--- src/pid_line_follow_drive_controller_unit_assert.svh ---
// Assertion macros for the line follow drive controller.
// They sample on clk and are disabled while arst_n is low.
`ifndef PID_LINE_FOLLOW_DRIVE_CONTROLLER_UNIT_ASSERT_SVH
`define PID_LINE_FOLLOW_DRIVE_CONTROLLER_UNIT_ASSERT_SVH

// Same-cycle implication
`define PLDC_ASSERT_IMP(lbl, ante, cons) \
	lbl: assert property (@(posedge clk) disable iff (!arst_n) (ante) |-> (cons)) \
		else $error("pldc assertion failed");

// Next-cycle implication
`define PLDC_ASSERT_NXT(lbl, ante, cons) \
	lbl: assert property (@(posedge clk) disable iff (!arst_n) (ante) |=> (cons)) \
		else $error("pldc assertion failed");

`endif

--- src/pldc_pkg.sv ---
`timescale 1ns / 1ps

package pldc_pkg;

	// Default integrator width
	localparam int INTEGRAL_WIDTH_DEFAULT = 24;

	// Field widths
	localparam int POS_W   = 16;
	localparam int SPEED_W = 15;
	localparam int GAIN_W  = 12;
	localparam int CODE_W  = 3;
	localparam int CFG_IDX_W  = 3;
	localparam int CFG_DATA_W = 16;

	// Gains are Q.4, power saturates at 20 bits
	localparam int GAIN_FRAC_BITS = 4;
	localparam int POWER_W        = 20;
	localparam int WHEEL_W        = 22;

	// floor(x / 3) = (x * 43691) >> 17 for x below 2^17
	localparam int THIRD_SHIFT = 17;
	localparam logic [16:0] THIRD_RECIP = 17'd43691;

	// Register indexes
	localparam logic [CFG_IDX_W-1:0] REG_BASE_SPEED = 3'd0;
	localparam logic [CFG_IDX_W-1:0] REG_MIN_SPEED  = 3'd1;
	localparam logic [CFG_IDX_W-1:0] REG_GAIN_P     = 3'd2;
	localparam logic [CFG_IDX_W-1:0] REG_GAIN_I     = 3'd3;
	localparam logic [CFG_IDX_W-1:0] REG_GAIN_D     = 3'd4;
	localparam logic [CFG_IDX_W-1:0] REG_TURN_THR   = 3'd5;

	// Register reset values
	localparam logic [SPEED_W-1:0]        BASE_SPEED_RST = 15'd4915;
	localparam logic signed [POS_W-1:0]   MIN_SPEED_RST  = 16'sd0;
	localparam logic [GAIN_W-1:0]         GAIN_P_RST     = 12'd16;
	localparam logic [GAIN_W-1:0]         GAIN_I_RST     = 12'd0;
	localparam logic [GAIN_W-1:0]         GAIN_D_RST     = 12'd320;
	localparam logic [SPEED_W-1:0]        TURN_THR_RST   = 15'd9830;

	// Command codes
	localparam logic [CODE_W-1:0] CMD_STOP      = 3'd0;
	localparam logic [CODE_W-1:0] CMD_FORWARD   = 3'd1;
	localparam logic [CODE_W-1:0] CMD_BACKWARD  = 3'd2;
	localparam logic [CODE_W-1:0] CMD_SPIN_LEFT = 3'd3;
	localparam logic [CODE_W-1:0] CMD_SPIN_RIGHT = 3'd4;
	localparam logic [CODE_W-1:0] CMD_MANUAL    = 3'd5;
	localparam logic [CODE_W-1:0] CMD_AUTO      = 3'd6;
	localparam logic [CODE_W-1:0] CMD_HALT      = 3'd7;

	// Status pin codes
	localparam logic [CODE_W-1:0] ST_STRAIGHT = 3'd3;
	localparam logic [CODE_W-1:0] ST_RIGHT    = 3'd5;
	localparam logic [CODE_W-1:0] ST_LEFT     = 3'd6;

	// Per-item mode info carried down the pipe
	typedef struct packed {
		logic [CODE_W-1:0] code;
		logic              manual;
	} mode_t;

endpackage

--- src/pldc_if.sv ---
`timescale 1ns / 1ps

// Input channel: one loop sample
interface pldc_in_if;
	import pldc_pkg::*;
	logic                     valid;
	logic                     ready;
	logic [CODE_W-1:0]        command_code;
	logic signed [POS_W-1:0]  line_offset;

	modport source (output valid, command_code, line_offset, input ready);
	modport sink   (input valid, command_code, line_offset, output ready);
endinterface

// Output channel: drive result
interface pldc_out_if;
	import pldc_pkg::*;
	logic                     valid;
	logic                     ready;
	logic signed [POS_W-1:0]  left_drive;
	logic signed [POS_W-1:0]  right_drive;
	logic                     drive_updated;
	logic [CODE_W-1:0]        status_pins;
	logic                     manual_active;

	modport source (output valid, left_drive, right_drive, drive_updated, status_pins,
		manual_active, input ready);
	modport sink   (input valid, left_drive, right_drive, drive_updated, status_pins,
		manual_active, output ready);
endinterface

--- src/pldc_integ.sv ---
`timescale 1ns / 1ps

// Input register, mode flag, previous position and saturating integrator.
module pldc_integ #(
	parameter int INTEGRAL_WIDTH = pldc_pkg::INTEGRAL_WIDTH_DEFAULT
) (
	input  logic                                     clk,
	input  logic                                     arst_n,
	input  logic                                     in_valid,
	input  logic [pldc_pkg::CODE_W-1:0]              in_code,
	input  logic signed [pldc_pkg::POS_W-1:0]        in_pos,
	output logic                                     in_ready,
	input  logic                                     load_s2,
	output logic                                     valid_s2,
	output pldc_pkg::mode_t                          mode_s2,
	output logic signed [pldc_pkg::POS_W-1:0]        pos_s2,
	output logic signed [INTEGRAL_WIDTH-1:0]         integ_s2,
	output logic signed [pldc_pkg::POS_W:0]          deriv_s2
);
	import pldc_pkg::*;

	logic                       valid_s1;
	logic [CODE_W-1:0]          code_s1;
	logic signed [POS_W-1:0]    pos_s1;

	logic                       manual_q;
	logic signed [POS_W-1:0]    prev_q;
	logic signed [INTEGRAL_WIDTH-1:0] integ_q;

	logic                       manual_n;
	logic                       clear;
	logic signed [POS_W-1:0]    prev_eff;
	logic signed [INTEGRAL_WIDTH-1:0] integ_eff;
	logic signed [INTEGRAL_WIDTH:0]   isum;
	logic signed [INTEGRAL_WIDTH-1:0] integ_n;
	logic signed [POS_W:0]      deriv_n;
	logic                       fire;

	assign in_ready = !valid_s1 || load_s2;
	assign fire     = valid_s1 && load_s2;

	// Mode select, code 6 clears history
	always_comb begin
		clear    = (code_s1 == CMD_AUTO);
		manual_n = manual_q;
		if (code_s1 == CMD_MANUAL) begin
			manual_n = 1'b1;
		end else if (clear) begin
			manual_n = 1'b0;
		end
		prev_eff  = clear ? '0 : prev_q;
		integ_eff = clear ? '0 : integ_q;
	end

	// Difference and saturating accumulate
	always_comb begin
		deriv_n = {pos_s1[POS_W-1], pos_s1} - {prev_eff[POS_W-1], prev_eff};
		isum    = {integ_eff[INTEGRAL_WIDTH-1], integ_eff}
			+ {{(INTEGRAL_WIDTH+1-POS_W){pos_s1[POS_W-1]}}, pos_s1};
		if (isum[INTEGRAL_WIDTH] != isum[INTEGRAL_WIDTH-1]) begin
			integ_n = isum[INTEGRAL_WIDTH] ? {1'b1, {(INTEGRAL_WIDTH-1){1'b0}}}
				: {1'b0, {(INTEGRAL_WIDTH-1){1'b1}}};
		end else begin
			integ_n = isum[INTEGRAL_WIDTH-1:0];
		end
	end

	// Pipe valids
	always_ff @(posedge clk or negedge arst_n) begin
		if (!arst_n) begin
			valid_s1 <= 1'b0;
			valid_s2 <= 1'b0;
		end else begin
			if (in_ready) valid_s1 <= in_valid;
			if (load_s2) valid_s2 <= valid_s1;
		end
	end

	// Loop state, updated as an item leaves stage 1
	always_ff @(posedge clk or negedge arst_n) begin
		if (!arst_n) begin
			manual_q <= 1'b1;
			prev_q   <= '0;
			integ_q  <= '0;
		end else if (fire) begin
			manual_q <= manual_n;
			if (!manual_n) begin
				prev_q  <= pos_s1;
				integ_q <= integ_n;
			end
		end
	end

	// Payload registers
	always_ff @(posedge clk) begin
		if (in_ready) begin
			code_s1 <= in_code;
			pos_s1  <= in_pos;
		end
		if (load_s2) begin
			mode_s2.code   <= code_s1;
			mode_s2.manual <= manual_n;
			pos_s2         <= pos_s1;
			integ_s2       <= integ_n;
			deriv_s2       <= deriv_n;
		end
	end

endmodule

--- src/pldc_mult.sv ---
`timescale 1ns / 1ps

// Gain products and the manual one-third speed, registered.
module pldc_mult #(
	parameter int INTEGRAL_WIDTH = pldc_pkg::INTEGRAL_WIDTH_DEFAULT
) (
	input  logic                                          clk,
	input  logic                                          arst_n,
	input  logic                                          load_s3,
	input  logic                                          valid_s2,
	input  pldc_pkg::mode_t                               mode_s2,
	input  logic signed [pldc_pkg::POS_W-1:0]             pos_s2,
	input  logic signed [INTEGRAL_WIDTH-1:0]              integ_s2,
	input  logic signed [pldc_pkg::POS_W:0]               deriv_s2,
	input  logic [pldc_pkg::GAIN_W-1:0]                   gain_p,
	input  logic [pldc_pkg::GAIN_W-1:0]                   gain_i,
	input  logic [pldc_pkg::GAIN_W-1:0]                   gain_d,
	input  logic [pldc_pkg::SPEED_W-1:0]                  base_speed,
	output logic                                          valid_s3,
	output pldc_pkg::mode_t                               mode_s3,
	output logic signed [pldc_pkg::POS_W+pldc_pkg::GAIN_W:0]   pp_s3,
	output logic signed [INTEGRAL_WIDTH+pldc_pkg::GAIN_W:0]    ip_s3,
	output logic signed [pldc_pkg::POS_W+pldc_pkg::GAIN_W+1:0] dp_s3,
	output logic [pldc_pkg::SPEED_W-1:0]                  third_s3
);
	import pldc_pkg::*;

	localparam int PP_W = POS_W + GAIN_W + 1;
	localparam int IP_W = INTEGRAL_WIDTH + GAIN_W + 1;
	localparam int DP_W = POS_W + GAIN_W + 2;
	localparam int TP_W = SPEED_W + THIRD_SHIFT;

	logic signed [PP_W-1:0] pp_c;
	logic signed [IP_W-1:0] ip_c;
	logic signed [DP_W-1:0] dp_c;
	logic [TP_W-1:0]        tp_c;

	// Three independent signed products
	assign pp_c = $signed({1'b0, gain_p}) * pos_s2;
	assign ip_c = $signed({1'b0, gain_i}) * integ_s2;
	assign dp_c = $signed({1'b0, gain_d}) * deriv_s2;

	// base / 3 by reciprocal
	assign tp_c = TP_W'(base_speed) * TP_W'(THIRD_RECIP);

	always_ff @(posedge clk or negedge arst_n) begin
		if (!arst_n) begin
			valid_s3 <= 1'b0;
		end else if (load_s3) begin
			valid_s3 <= valid_s2;
		end
	end

	always_ff @(posedge clk) begin
		if (load_s3) begin
			mode_s3  <= mode_s2;
			pp_s3    <= pp_c;
			ip_s3    <= ip_c;
			dp_s3    <= dp_c;
			third_s3 <= tp_c[TP_W-1:THIRD_SHIFT];
		end
	end

endmodule

--- src/pldc_mix.sv ---
`timescale 1ns / 1ps

// PID sum, power saturation, wheel clamps, status and the held result register.
module pldc_mix #(
	parameter int INTEGRAL_WIDTH = pldc_pkg::INTEGRAL_WIDTH_DEFAULT
) (
	input  logic                                          clk,
	input  logic                                          arst_n,
	input  logic                                          valid_s3,
	input  pldc_pkg::mode_t                               mode_s3,
	input  logic signed [pldc_pkg::POS_W+pldc_pkg::GAIN_W:0]   pp_s3,
	input  logic signed [INTEGRAL_WIDTH+pldc_pkg::GAIN_W:0]    ip_s3,
	input  logic signed [pldc_pkg::POS_W+pldc_pkg::GAIN_W+1:0] dp_s3,
	input  logic [pldc_pkg::SPEED_W-1:0]                  third_s3,
	input  logic [pldc_pkg::SPEED_W-1:0]                  base_speed,
	input  logic signed [pldc_pkg::POS_W-1:0]             min_speed,
	input  logic [pldc_pkg::SPEED_W-1:0]                  turn_threshold,
	output logic                                          load_ok,
	input  logic                                          res_ready,
	output logic                                          res_valid,
	output logic signed [pldc_pkg::POS_W-1:0]             left_q,
	output logic signed [pldc_pkg::POS_W-1:0]             right_q,
	output logic                                          updated_q,
	output logic [pldc_pkg::CODE_W-1:0]                   status_q,
	output logic                                          manual_q
);
	import pldc_pkg::*;

	localparam int SUM_W = INTEGRAL_WIDTH + GAIN_W + 5;
	localparam int SHF_W = SUM_W - GAIN_FRAC_BITS;

	logic signed [SUM_W-1:0]   sum_c;
	logic signed [SHF_W-1:0]   shf_c;
	logic [SHF_W-POWER_W:0]    top_c;
	logic signed [POWER_W-1:0] power_c;
	logic signed [WHEEL_W-1:0] base_w;
	logic signed [WHEEL_W-1:0] min_w;
	logic signed [WHEEL_W-1:0] right_raw;
	logic signed [WHEEL_W-1:0] left_raw;
	logic signed [WHEEL_W-1:0] right_cl;
	logic signed [WHEEL_W-1:0] left_cl;
	logic signed [POWER_W:0]   dir_c;
	logic signed [POWER_W:0]   thr_c;
	logic                      above_lo;
	logic                      below_hi;
	logic signed [POS_W-1:0]   sp_c;
	logic signed [POS_W-1:0]   tr_c;
	logic signed [POS_W-1:0]   left_n;
	logic signed [POS_W-1:0]   right_n;
	logic                      updated_n;
	logic [CODE_W-1:0]         status_n;

	assign load_ok = !res_valid || res_ready;

	// PID sum, floor divide by 16, saturate to power width
	always_comb begin
		sum_c = SUM_W'(pp_s3) + SUM_W'(ip_s3) + SUM_W'(dp_s3);
		shf_c = sum_c[SUM_W-1:GAIN_FRAC_BITS];
		top_c = shf_c[SHF_W-1:POWER_W-1];
		if ((&top_c) || !(|top_c)) begin
			power_c = shf_c[POWER_W-1:0];
		end else begin
			power_c = shf_c[SHF_W-1] ? {1'b1, {(POWER_W-1){1'b0}}}
				: {1'b0, {(POWER_W-1){1'b1}}};
		end
	end

	// Wheel mix and clamps: lower clamp first
	always_comb begin
		base_w    = WHEEL_W'($signed({1'b0, base_speed}));
		min_w     = WHEEL_W'(min_speed);
		right_raw = base_w + WHEEL_W'(power_c);
		left_raw  = base_w - WHEEL_W'(power_c);
		if (right_raw < min_w) right_cl = min_w;
		else if (right_raw > base_w) right_cl = base_w;
		else right_cl = right_raw;
		if (left_raw < min_w) left_cl = min_w;
		else if (left_raw > base_w) left_cl = base_w;
		else left_cl = left_raw;
	end

	// Direction against threshold
	always_comb begin
		dir_c    = {power_c, 1'b0};
		thr_c    = $signed({{(POWER_W+1-SPEED_W){1'b0}}, turn_threshold});
		above_lo = dir_c > -thr_c;
		below_hi = dir_c < thr_c;
	end

	// Next held values
	always_comb begin
		sp_c      = $signed({1'b0, base_speed});
		tr_c      = $signed({1'b0, third_s3});
		left_n    = left_q;
		right_n   = right_q;
		updated_n = 1'b0;
		status_n  = status_q;
		if (mode_s3.manual) begin
			updated_n = 1'b1;
			case (mode_s3.code)
				CMD_STOP, CMD_HALT: begin
					left_n  = '0;
					right_n = '0;
				end
				CMD_FORWARD: begin
					left_n  = sp_c;
					right_n = sp_c;
				end
				CMD_BACKWARD: begin
					left_n  = -sp_c;
					right_n = -sp_c;
				end
				CMD_SPIN_LEFT: begin
					left_n  = -tr_c;
					right_n = tr_c;
				end
				CMD_SPIN_RIGHT: begin
					left_n  = tr_c;
					right_n = -tr_c;
				end
				default: begin
					updated_n = 1'b0;
				end
			endcase
		end else begin
			updated_n = 1'b1;
			left_n    = left_cl[POS_W-1:0];
			right_n   = right_cl[POS_W-1:0];
			if (above_lo && below_hi) status_n = ST_STRAIGHT;
			else if (above_lo) status_n = ST_RIGHT;
			else if (below_hi) status_n = ST_LEFT;
		end
	end

	// Result register; its drive and status fields are the held state
	always_ff @(posedge clk or negedge arst_n) begin
		if (!arst_n) begin
			res_valid <= 1'b0;
			left_q    <= '0;
			right_q   <= '0;
			updated_q <= 1'b0;
			status_q  <= '0;
			manual_q  <= 1'b1;
		end else if (load_ok) begin
			res_valid <= valid_s3;
			if (valid_s3) begin
				left_q    <= left_n;
				right_q   <= right_n;
				updated_q <= updated_n;
				status_q  <= status_n;
				manual_q  <= mode_s3.manual;
			end
		end
	end

endmodule

--- src/pid_line_follow_drive_controller_unit.sv ---
`timescale 1ns / 1ps
// Line-following differential drive controller.
// sample (sink): one loop iteration per transfer, command_code and line_offset.
// result (source): one transfer per sample with the held left/right drives,
//   drive_updated, the held status pins and the manual mode flag.
// cfg_we/cfg_index/cfg_data: register write port, one write per cycle with
//   cfg_we high; write only while no sample is in flight.
// Pipeline: the input register feeds the integrator, gain multiply and result registers.
// Throughput: one sample per cycle unless result is held off; the integrator and
//   previous position close their loop in the first stage, the multiplies sit in theirs.
// Reset: manual mode, drives and status zero, integrator and previous
//   position cleared, registers at their defaults. No clearing pass.
// Stall: while result is held off, items move up into empty stages, so
//   sample.ready stays high until every stage holds an item; nothing is lost.
`include "pid_line_follow_drive_controller_unit_assert.svh"

module pid_line_follow_drive_controller_unit #(
	parameter int INTEGRAL_WIDTH = pldc_pkg::INTEGRAL_WIDTH_DEFAULT
) (
	input  logic                                 clk,
	input  logic                                 arst_n,
	pldc_in_if.sink                              sample,
	pldc_out_if.source                           result,
	input  logic                                 cfg_we,
	input  logic [pldc_pkg::CFG_IDX_W-1:0]       cfg_index,
	input  logic [pldc_pkg::CFG_DATA_W-1:0]      cfg_data
);
	import pldc_pkg::*;

	// Configuration registers
	logic [SPEED_W-1:0]       base_q;
	logic signed [POS_W-1:0]  min_q;
	logic [GAIN_W-1:0]        gain_p_q;
	logic [GAIN_W-1:0]        gain_i_q;
	logic [GAIN_W-1:0]        gain_d_q;
	logic [SPEED_W-1:0]       thr_q;

	// Stage links
	logic                              load_s2;
	logic                              load_s3;
	logic                              load_ok;
	logic                              valid_s2;
	logic                              valid_s3;
	mode_t                             mode_s2;
	mode_t                             mode_s3;
	logic signed [POS_W-1:0]           pos_s2;
	logic signed [INTEGRAL_WIDTH-1:0]  integ_s2;
	logic signed [POS_W:0]             deriv_s2;
	logic signed [POS_W+GAIN_W:0]      pp_s3;
	logic signed [INTEGRAL_WIDTH+GAIN_W:0] ip_s3;
	logic signed [POS_W+GAIN_W+1:0]    dp_s3;
	logic [SPEED_W-1:0]                third_s3;

	// Result fields
	logic                     res_valid;
	logic signed [POS_W-1:0]  left_w;
	logic signed [POS_W-1:0]  right_w;
	logic                     updated_w;
	logic [CODE_W-1:0]        status_w;
	logic                     manual_w;

	// Register writes
	always_ff @(posedge clk or negedge arst_n) begin
		if (!arst_n) begin
			base_q   <= BASE_SPEED_RST;
			min_q    <= MIN_SPEED_RST;
			gain_p_q <= GAIN_P_RST;
			gain_i_q <= GAIN_I_RST;
			gain_d_q <= GAIN_D_RST;
			thr_q    <= TURN_THR_RST;
		end else if (cfg_we) begin
			case (cfg_index)
				REG_BASE_SPEED: base_q   <= cfg_data[SPEED_W-1:0];
				REG_MIN_SPEED:  min_q    <= $signed(cfg_data[POS_W-1:0]);
				REG_GAIN_P:     gain_p_q <= cfg_data[GAIN_W-1:0];
				REG_GAIN_I:     gain_i_q <= cfg_data[GAIN_W-1:0];
				REG_GAIN_D:     gain_d_q <= cfg_data[GAIN_W-1:0];
				REG_TURN_THR:   thr_q    <= cfg_data[SPEED_W-1:0];
				default: begin
				end
			endcase
		end
	end

	// Stage advance: a stage loads when it is empty or its item moves on
	assign load_s3 = !valid_s3 || load_ok;
	assign load_s2 = !valid_s2 || load_s3;

	pldc_integ #(.INTEGRAL_WIDTH(INTEGRAL_WIDTH)) u_integ (
		.clk      (clk),
		.arst_n   (arst_n),
		.in_valid (sample.valid),
		.in_code  (sample.command_code),
		.in_pos   (sample.line_offset),
		.in_ready (sample.ready),
		.load_s2  (load_s2),
		.valid_s2 (valid_s2),
		.mode_s2  (mode_s2),
		.pos_s2   (pos_s2),
		.integ_s2 (integ_s2),
		.deriv_s2 (deriv_s2)
	);

	pldc_mult #(.INTEGRAL_WIDTH(INTEGRAL_WIDTH)) u_mult (
		.clk        (clk),
		.arst_n     (arst_n),
		.load_s3    (load_s3),
		.valid_s2   (valid_s2),
		.mode_s2    (mode_s2),
		.pos_s2     (pos_s2),
		.integ_s2   (integ_s2),
		.deriv_s2   (deriv_s2),
		.gain_p     (gain_p_q),
		.gain_i     (gain_i_q),
		.gain_d     (gain_d_q),
		.base_speed (base_q),
		.valid_s3   (valid_s3),
		.mode_s3    (mode_s3),
		.pp_s3      (pp_s3),
		.ip_s3      (ip_s3),
		.dp_s3      (dp_s3),
		.third_s3   (third_s3)
	);

	pldc_mix #(.INTEGRAL_WIDTH(INTEGRAL_WIDTH)) u_mix (
		.clk            (clk),
		.arst_n         (arst_n),
		.valid_s3       (valid_s3),
		.mode_s3        (mode_s3),
		.pp_s3          (pp_s3),
		.ip_s3          (ip_s3),
		.dp_s3          (dp_s3),
		.third_s3       (third_s3),
		.base_speed     (base_q),
		.min_speed      (min_q),
		.turn_threshold (thr_q),
		.load_ok        (load_ok),
		.res_ready      (result.ready),
		.res_valid      (res_valid),
		.left_q         (left_w),
		.right_q        (right_w),
		.updated_q      (updated_w),
		.status_q       (status_w),
		.manual_q       (manual_w)
	);

	// Result channel
	assign result.valid         = res_valid;
	assign result.left_drive    = left_w;
	assign result.right_drive   = right_w;
	assign result.drive_updated = updated_w;
	assign result.status_pins   = status_w;
	assign result.manual_active = manual_w;

	// Automatic items always set new drives
	`PLDC_ASSERT_IMP(a_auto_updates, res_valid && !manual_w, updated_w)

	// Manual drives are equal or opposite
	`PLDC_ASSERT_IMP(a_manual_pair, res_valid && manual_w && updated_w,
		(left_w == right_w) || (POS_W'(left_w + right_w) == '0))

	// The automatic left drive sits inside the clamp window, or at a clamp when min is above base
	`PLDC_ASSERT_IMP(a_auto_clamp, res_valid && !manual_w,
		(left_w == min_q) || (left_w == $signed({1'b0, base_q}))
		|| ((left_w >= min_q) && (left_w <= $signed({1'b0, base_q}))))

	// A base speed write lands in its register
	`PLDC_ASSERT_NXT(a_cfg_base, cfg_we && (cfg_index == REG_BASE_SPEED),
		base_q == $past(cfg_data[SPEED_W-1:0]))

endmodule

--- src/flat_wrapper.sv ---
// flat-port wrapper written by rule: the top's interface ports become plain ports
module pid_line_follow_drive_controller_unit_flat import pldc_pkg::*;
#(
	parameter int INTEGRAL_WIDTH = pldc_pkg::INTEGRAL_WIDTH_DEFAULT
)
  (clk, arst_n, cfg_we, cfg_index, cfg_data, sample_valid, sample_command_code, sample_line_offset, sample_ready, result_valid, result_left_drive, result_right_drive, result_drive_updated, result_status_pins, result_manual_active, result_ready);
  pldc_in_if sample_i ();
  pldc_out_if result_i ();
  input  logic clk;
  input  logic arst_n;
  input  logic cfg_we;
  input  logic [pldc_pkg::CFG_IDX_W-1:0] cfg_index;
  input  logic [pldc_pkg::CFG_DATA_W-1:0] cfg_data;
  input wire logic [$bits(sample_i.valid)-1:0] sample_valid;
  input wire logic [$bits(sample_i.command_code)-1:0] sample_command_code;
  input wire logic [$bits(sample_i.line_offset)-1:0] sample_line_offset;
  output wire logic [$bits(sample_i.ready)-1:0] sample_ready;
  output wire logic [$bits(result_i.valid)-1:0] result_valid;
  output wire logic [$bits(result_i.left_drive)-1:0] result_left_drive;
  output wire logic [$bits(result_i.right_drive)-1:0] result_right_drive;
  output wire logic [$bits(result_i.drive_updated)-1:0] result_drive_updated;
  output wire logic [$bits(result_i.status_pins)-1:0] result_status_pins;
  output wire logic [$bits(result_i.manual_active)-1:0] result_manual_active;
  input wire logic [$bits(result_i.ready)-1:0] result_ready;
  assign sample_i.valid = sample_valid;
  assign sample_i.command_code = sample_command_code;
  assign sample_i.line_offset = sample_line_offset;
  assign sample_ready = sample_i.ready;
  assign result_valid = result_i.valid;
  assign result_left_drive = result_i.left_drive;
  assign result_right_drive = result_i.right_drive;
  assign result_drive_updated = result_i.drive_updated;
  assign result_status_pins = result_i.status_pins;
  assign result_manual_active = result_i.manual_active;
  assign result_i.ready = result_ready;
  pid_line_follow_drive_controller_unit #(.INTEGRAL_WIDTH(INTEGRAL_WIDTH)) u_core (.clk(clk), .arst_n(arst_n), .sample(sample_i), .result(result_i), .cfg_we(cfg_we), .cfg_index(cfg_index), .cfg_data(cfg_data));
endmodule
--- config.mk ---
export PLATFORM = sky130hd
export DESIGN_NAME = pid_line_follow_drive_controller_unit_flat
export DESIGN_NICKNAME = d
export VERILOG_FILES = /design/src/pldc_pkg.sv /design/src/pldc_if.sv /design/src/pldc_integ.sv /design/src/pldc_mult.sv /design/src/pldc_mix.sv /design/src/pid_line_follow_drive_controller_unit.sv /design/src/flat_wrapper.sv
export VERILOG_INCLUDE_DIRS = /design/src /design/src/src
export SDC_FILE = /design/constraint.sdc
export NUM_CORES = 2
export LEC_CHECK = 0
export ABC_AREA = 1
export BUFFER_PORTS_ARGS = -buffer_cell sky130_fd_sc_hd__buf_2
export CORE_MARGIN = 4
export CORE_UTILIZATION = 62
export DETAILED_ROUTE_END_ITERATION = 6
export PLACE_DENSITY = 0.89
export SYNTH_ARGS = -nofsm -noshare
export SYNTH_HDL_FRONTEND = slang
export SYNTH_SLANG_ARGS = --single-unit
--- constraint.sdc ---
create_clock -name clk -period 8.64 [get_ports clk]
set_input_delay 1.728 -clock clk [delete_from_list [all_inputs] [get_ports clk]]
set_output_delay 1.728 -clock clk [all_outputs]
set_load 0.02 [all_outputs]
Word-level counts from Yosys, hierarchy flattened:

Index checks and enable logic that the tools add are counted.

* bitwise logic cells: 2
* multipliers: 4
* multiplexer cells: 21
* $add $sub $neg: 9
* magnitude comparators: 6
* reduce and logical (&&, ||, !) cells: 29
* equal/unequal tests: 14

Operators with widths (count)
* $pmux W16 S5: 2
* $mux W16: 7
* $mux W24: 3
* $lt A21 B16 Y1: 3
* $gt A21 B16 Y1: 2
* $mux W20: 2
* $add A38 B30 Y39: 1
* $add A29 B37 Y38: 1
* $mul A13 B24 Y37: 1
* $mul A15 B16 Y31 const B: 1
* $mul A13 B17 Y30: 1
* $mul A13 B16 Y29: 1
* $add A24 B16 Y25: 1
* $add A16 B20 Y21: 1
* $gt A21 B21 Y1: 1
* $neg A15 Y21: 1
* $sub A16 B20 Y21: 1
* $eq A3 B3 Y1 const B: 6
* $reduce_and A18 Y1: 1
* $reduce_or A18 Y1: 1
* $sub A16 B16 Y17: 1
* $neg A14 Y16: 1
* $neg A15 Y16: 1
* $reduce_and A2 Y1: 8
* 16 further kinds: 36

* register bits after elaboration: 358
* bits of input ports: 43
* output and inout port bits: 39

Depth between registers and ports, before layout:

* depth after elaboration: 11
* gate-level depth with buffers: 61
* mapped depth without buffers: 58

By module:

From an unflattened synthesis, not the netlist that was laid out.

* cells, all modules: 7803
* area total of the unflattened synthesis: 57944.3 µm²

Modules (own cells, without submodules)
* pldc_mult: times used 1, cells each 4670, seq. area each 3448.3 µm², area an instance 35536.6 µm²
* pldc_mix: times used 1, cells each 1980, seq. area each 952.2 µm², area an instance 11966.5 µm²
* pldc_integ: times used 1, cells each 781, seq. area each 3479.6 µm², area an instance 7171.9 µm²
* pid_line_follow_drive_controller_unit: times used 1, cells each 372, seq. area each 2073.2 µm², area an instance 3269.4 µm²

Worst setup path after synthesis:

Ideal clock, no wire load.

* path kind: register to register
* start point: register u_core.u_mult.dp_s3[29] (netlist name)
* end point: register u_core.u_mix.right_q[15] (netlist name)
* stages on the path, launching flop included: 49
* data arrival time: 7.721 ns
* slack: 0.846 ns
* setup time: 0.073 ns
* buffers on the path: 4
* cells stage by stage: edfxtp_1 -> fa_1 -> ha_1 -> a21oi_1 -> nor2_1 -> o21ai_0 -> o211ai_1 -> nor2_1 -> nand2_1 -> nand2_1 -> nand2_2 -> nor2_1 -> nand2_1 -> nor2_1 -> nand2_1 -> nand2_1 -> buf_6 -> clkbuf_1 -> (+13 left out) -> nor2_2 -> nand3_1 -> nand2_1 -> buf_2 -> inv_1 -> ha_1 -> nand2_1 -> inv_1 -> nand3_1 -> a31oi_1 -> a2111oi_0 -> nand3_1 -> xor2_1 -> clkinv_1 -> clkbuf_1 -> o21ai_1 -> nand2_1 -> a21oi_2

* longest elaborated chain between the ends: 10

RTL lines
* start: declaration: line pldc_mult.sv:23 `output logic signed [pldc_pkg::POS_W+pldc_pkg::GAIN_W+1:0] dp_s3,`
* start signal: assignment: line pldc_mult.sv:59 `dp_s3 <= dp_c;`
* $add A38 B30 Y39 (*): line pldc_mix.sv:57 `sum_c = SUM_W'(pp_s3) + SUM_W'(ip_s3) + SUM_W'(dp_s3);`
* $reduce_or A18 Y1: line pldc_mix.sv:60 `if ((&top_c) || !(|top_c)) begin`
* $logic_not A1 Y1: line pldc_mix.sv:60
* $logic_or A1 B1 Y1: line pldc_mix.sv:60
* $mux W20 (*): line pldc_mix.sv:60
* $add A16 B20 Y21 (*): line pldc_mix.sv:72 `right_raw = base_w + WHEEL_W'(power_c);`
* $gt A21 B16 Y1: line pldc_mix.sv:75 `else if (right_raw > base_w) right_cl = base_w;`
* $mux W16: line pldc_mix.sv:75
* $mux W16 (*): line pldc_mix.sv:74 `if (right_raw < min_w) right_cl = min_w;`
* $mux W16 (*): line pldc_mix.sv:98 `if (mode_s3.manual) begin`
* end signal: assignment: line pldc_mix.sv:148 `right_q <= right_n;`
* end: declaration: line pldc_mix.sv:22 `output logic signed [pldc_pkg::POS_W-1:0] right_q,`

Every way passes the cells marked *; elsewhere a longest branch is shown, timed or not.
A chain may end at the register's enable or synchronous reset.

Final worst setup path:

* start point: register u_core.u_mult.dp_s3[18] (netlist name)
* end point: register u_core.u_mix.right_q[15] (netlist name)

Same word-level chain as after synthesis.

==> metrics.yaml <==
setup_path:
  cp_slowest_cell: "fa_1"
  cp_common_cell: "nand2_1"
  crit_fanout: 17
  crit_path_end_kind: "flip-flop"
  cp.required_ns: 9.15
  crit_buf_inv: 6
  start_kind: "flip-flop"
  crit_type: "flip-flop to flip-flop"
  cpPeakStageDelay_ns: 0.50
  worstPathArrival_ns: 8.61
  cp_top_family: "simple AND/OR/NAND/NOR gates"
logic_synthesis:
  synth_top_area_share_pct: 27.9
  yosysTopAreaCell: "fa_1"
  synthDistinctLibCells: 61
  synth_flop_cell: "edfxtp_1"
  synth_compound_area_share_pct: 7.07
  synth.area.mux_share_pct: 0
  yosysSeqAreaShare_pct: 19.1
  synth_xor_area_share_pct: 3.68
  synth_fa_ha_area_share_pct: 41.1
  netlist_instances: 6380
  synthTopCellsByArea: "fa_1 28%, ha_1 13%, nand2_1 11%"
  yosysWarnings: 0
  synth-edff-count: 194
  postSynth.asyncResetShare_pct: 45.8
  synth_top_family_by_area: "adder cells"
  syn-num-nets: 7701
  synth.avg_cell_area_um2: 8.17
  synth-simple-area-share_pct: 16.3
  ys_ff_latch: 358
  synth_area_mm2: 0.0521
routing:
  drtIter0Drc: 3899
  ant_nets: 0
  routed_wl_um: 148000
  wl_per_cell_um: 19.8
  vias: 42500
  via_per_inst: 5.71
  drc_errors: 10
  dr.pass1.iters: 7
floorplanning:
  initial_utilization_pct: 62.4
  dieArea_mm2: 0.0888
  die_y_um: 298
  io_pins: 82
  num_rows: 106
  dieWidth_um: 298
  core_area_mm2: 0.0836
cts:
  cts_root_buf: "clkbuf_16"
  cts_buffers: 42
  clock_sinks: 358
  cts_tree: "yes"
  clk_pin_slew_ns: 0.06
  insertion_delay_ns: 0.60
  ctsHoldBuffers: 0
  clock_path_buffers: 3
  h-tree-depth: 2
hold_path:
  hold_class: "flip-flop to flip-flop"
global_route:
  grt_pass1_vias: 44800
  grt.total_usage_pct: 33.8
  overflow: 0
  grt_first_pass_wirelength_um: 237000
  grt_max_degree: 78
  grt_antenna_before_repair: 6
status:
  failed_checks: "DRC"
  status: "complete, but fails checks"
placement:
  placed_area_mm2: 0.0533
  portBuffers: 81
  place_congestion: 0.989
  hpwl_um: 117000
finish:
  drive_above_1_share_pct: 4.15
  layout_commonest_cell: "nand2_1"
  design_area_mm2: 0.0549
  synthToLayoutAreaGrowth_pct: 5.32
  final_cell_mix: "1566 x nand2_1, 1539 x inv_1, 727 x fa_1, 546 x ha_1, 287 x a21oi_1"
  nNetsFinal: 7648
timing:
  fmaxAchievable_mhz: 123
  period_share_pct: 93.8
  max_slew.worst_pin.slew_ns: 1.21
  hold_viol: 0
  slew_headroom_pct: 19.1
  report.final.setup_viol: 0
  slew_viol_final: 0
  layout_min_cycle_time_ns: 8.10
  clock_skew_ns: 0.0381
flow_run:
  cap_viol_max_count: 0
## logic make-up after synthesis
| family | count (synthesis) |
|---|---|
| and+or+nand+nor | 2113 |
| buffers and inverters | 1755 |
| adders and majority gates | 1278 |
| AOI/OAI and AO/OA | 657 |
| DFF | 358 |
| xor gates and xnor gates | 219 |
## flip-flops by register name, summed over array words and instances (netlist names), 14 cells and up
signal and cells:
u_core.u_integ.pos_s1 16, u_core.min_q 16, u_core.u_integ.prev_q 16, u_core.u_integ.integ_q 24, u_core.base_q 15, u_core.thr_q 15
u_core.u_mult.dp_s3 30, u_core.u_integ.pos_s2 16, u_core.u_mult.ip_s3 37, u_core.u_mult.pp_s3 29, u_core.u_integ.integ_s2 24, u_core.u_integ.deriv_s2 17
u_core.u_mult.third_s3 14, u_core.u_mix.left_q 16, u_core.u_mix.right_q 16
## path summary, 6_finish.rpt
path | end | cells after the start | start | slack, ns
min in group asynchronous | u_core.u_integ.valid_s2 | 1 | arst_n | 1.13
max in group asynchronous | u_core.u_integ.integ_q[22] | 2 | arst_n | 6.11
worst min register to register | u_core.u_mult.mode_s3[2] | 0 | u_core.u_integ.mode_s2[2] | 0.42
worst max register to register | u_core.u_mix.right_q[15] | 46 | u_core.u_mult.dp_s3[18] | 0.54
worst max-delay path | u_core.u_mix.right_q[15] | 46 | u_core.u_mult.dp_s3[18] | 0.54
worst min-delay path | u_core.u_mult.mode_s3[2] | 0 | u_core.u_integ.mode_s2[2] | 0.42
## cells in the mapped netlist (3+ instances only)
library cell and count:
nand2_1 1567, inv_1 1542, fa_1 727, ha_1 551
a21oi_1 292, nor2_1 269, o21ai_0 208, edfxtp_1 194
clkbuf_1 191, nand3_1 171, dfrtp_1 145, xor2_1 144
xnor2_1 75, nand4_1 36, nor3_1 26, dfstp_2 19
o22ai_1 18, o21bai_1 16, a31oi_1 14, o21a_1 14
a21o_1 11, o221ai_1 11, a21oi_2 9, nand2_2 9
nand3b_1 9, o211ai_1 9, o21ai_1 9, a211oi_1 8
buf_6 7, buf_2 6, nor2_2 6, a21boi_0 5
a221oi_1 5, clkinv_1 4, nand2_4 4, nand3_2 4
o311ai_0 4, a21boi_1 3, a311oi_1 3, a32oi_1 3
nor3_2 3, nor4_1 3, o31ai_1 3
## through the flow
stage	util [%]	setup slack (ns)	instances	hold WS (ns)	setup TNS [ns]
floorplan	-	0.846	6380	0.400	0
global placement	63.8	0.347	7361	0.404	0
detailed placement	63.8	0.252	7361	0.411	0
CTS	65.5	0.223	7439	0.416	0
global route	65.7	-0.0186	7443	0.421	-0.0812
finish	65.7	0.537	7449	0.416	0
## repair_timing
item                                    4_1_cts  5_1_grt
resized for setup                             0       24
setup buffers                                 0        2
endpoints found under the setup margin        0       32
## layer usage
metal	GRT usage, %	vias up	wire (um)
met5	0	-	0
met4	22.9	0	12600
met3	6.73	621	13700
met2	56.4	2187	69700
met1	39.6	20500	51800
li1	-	19200	-
## final cells by class
class	count	area, um^2
Timing Repair Buffer	110	654
Multi-Input combinational cell	4267	35600
Clock inverter	25	349
Inverter	1548	5810
Tap cell	1080	1350
Antenna cell	8	20.0
Clock buffer	53	1140
Fill cell	6365	28700
Sequential cell	358	9950
Power is not shown: default switching activity piles up to over one toggle a cycle in this logic, so the estimate is an artifact.
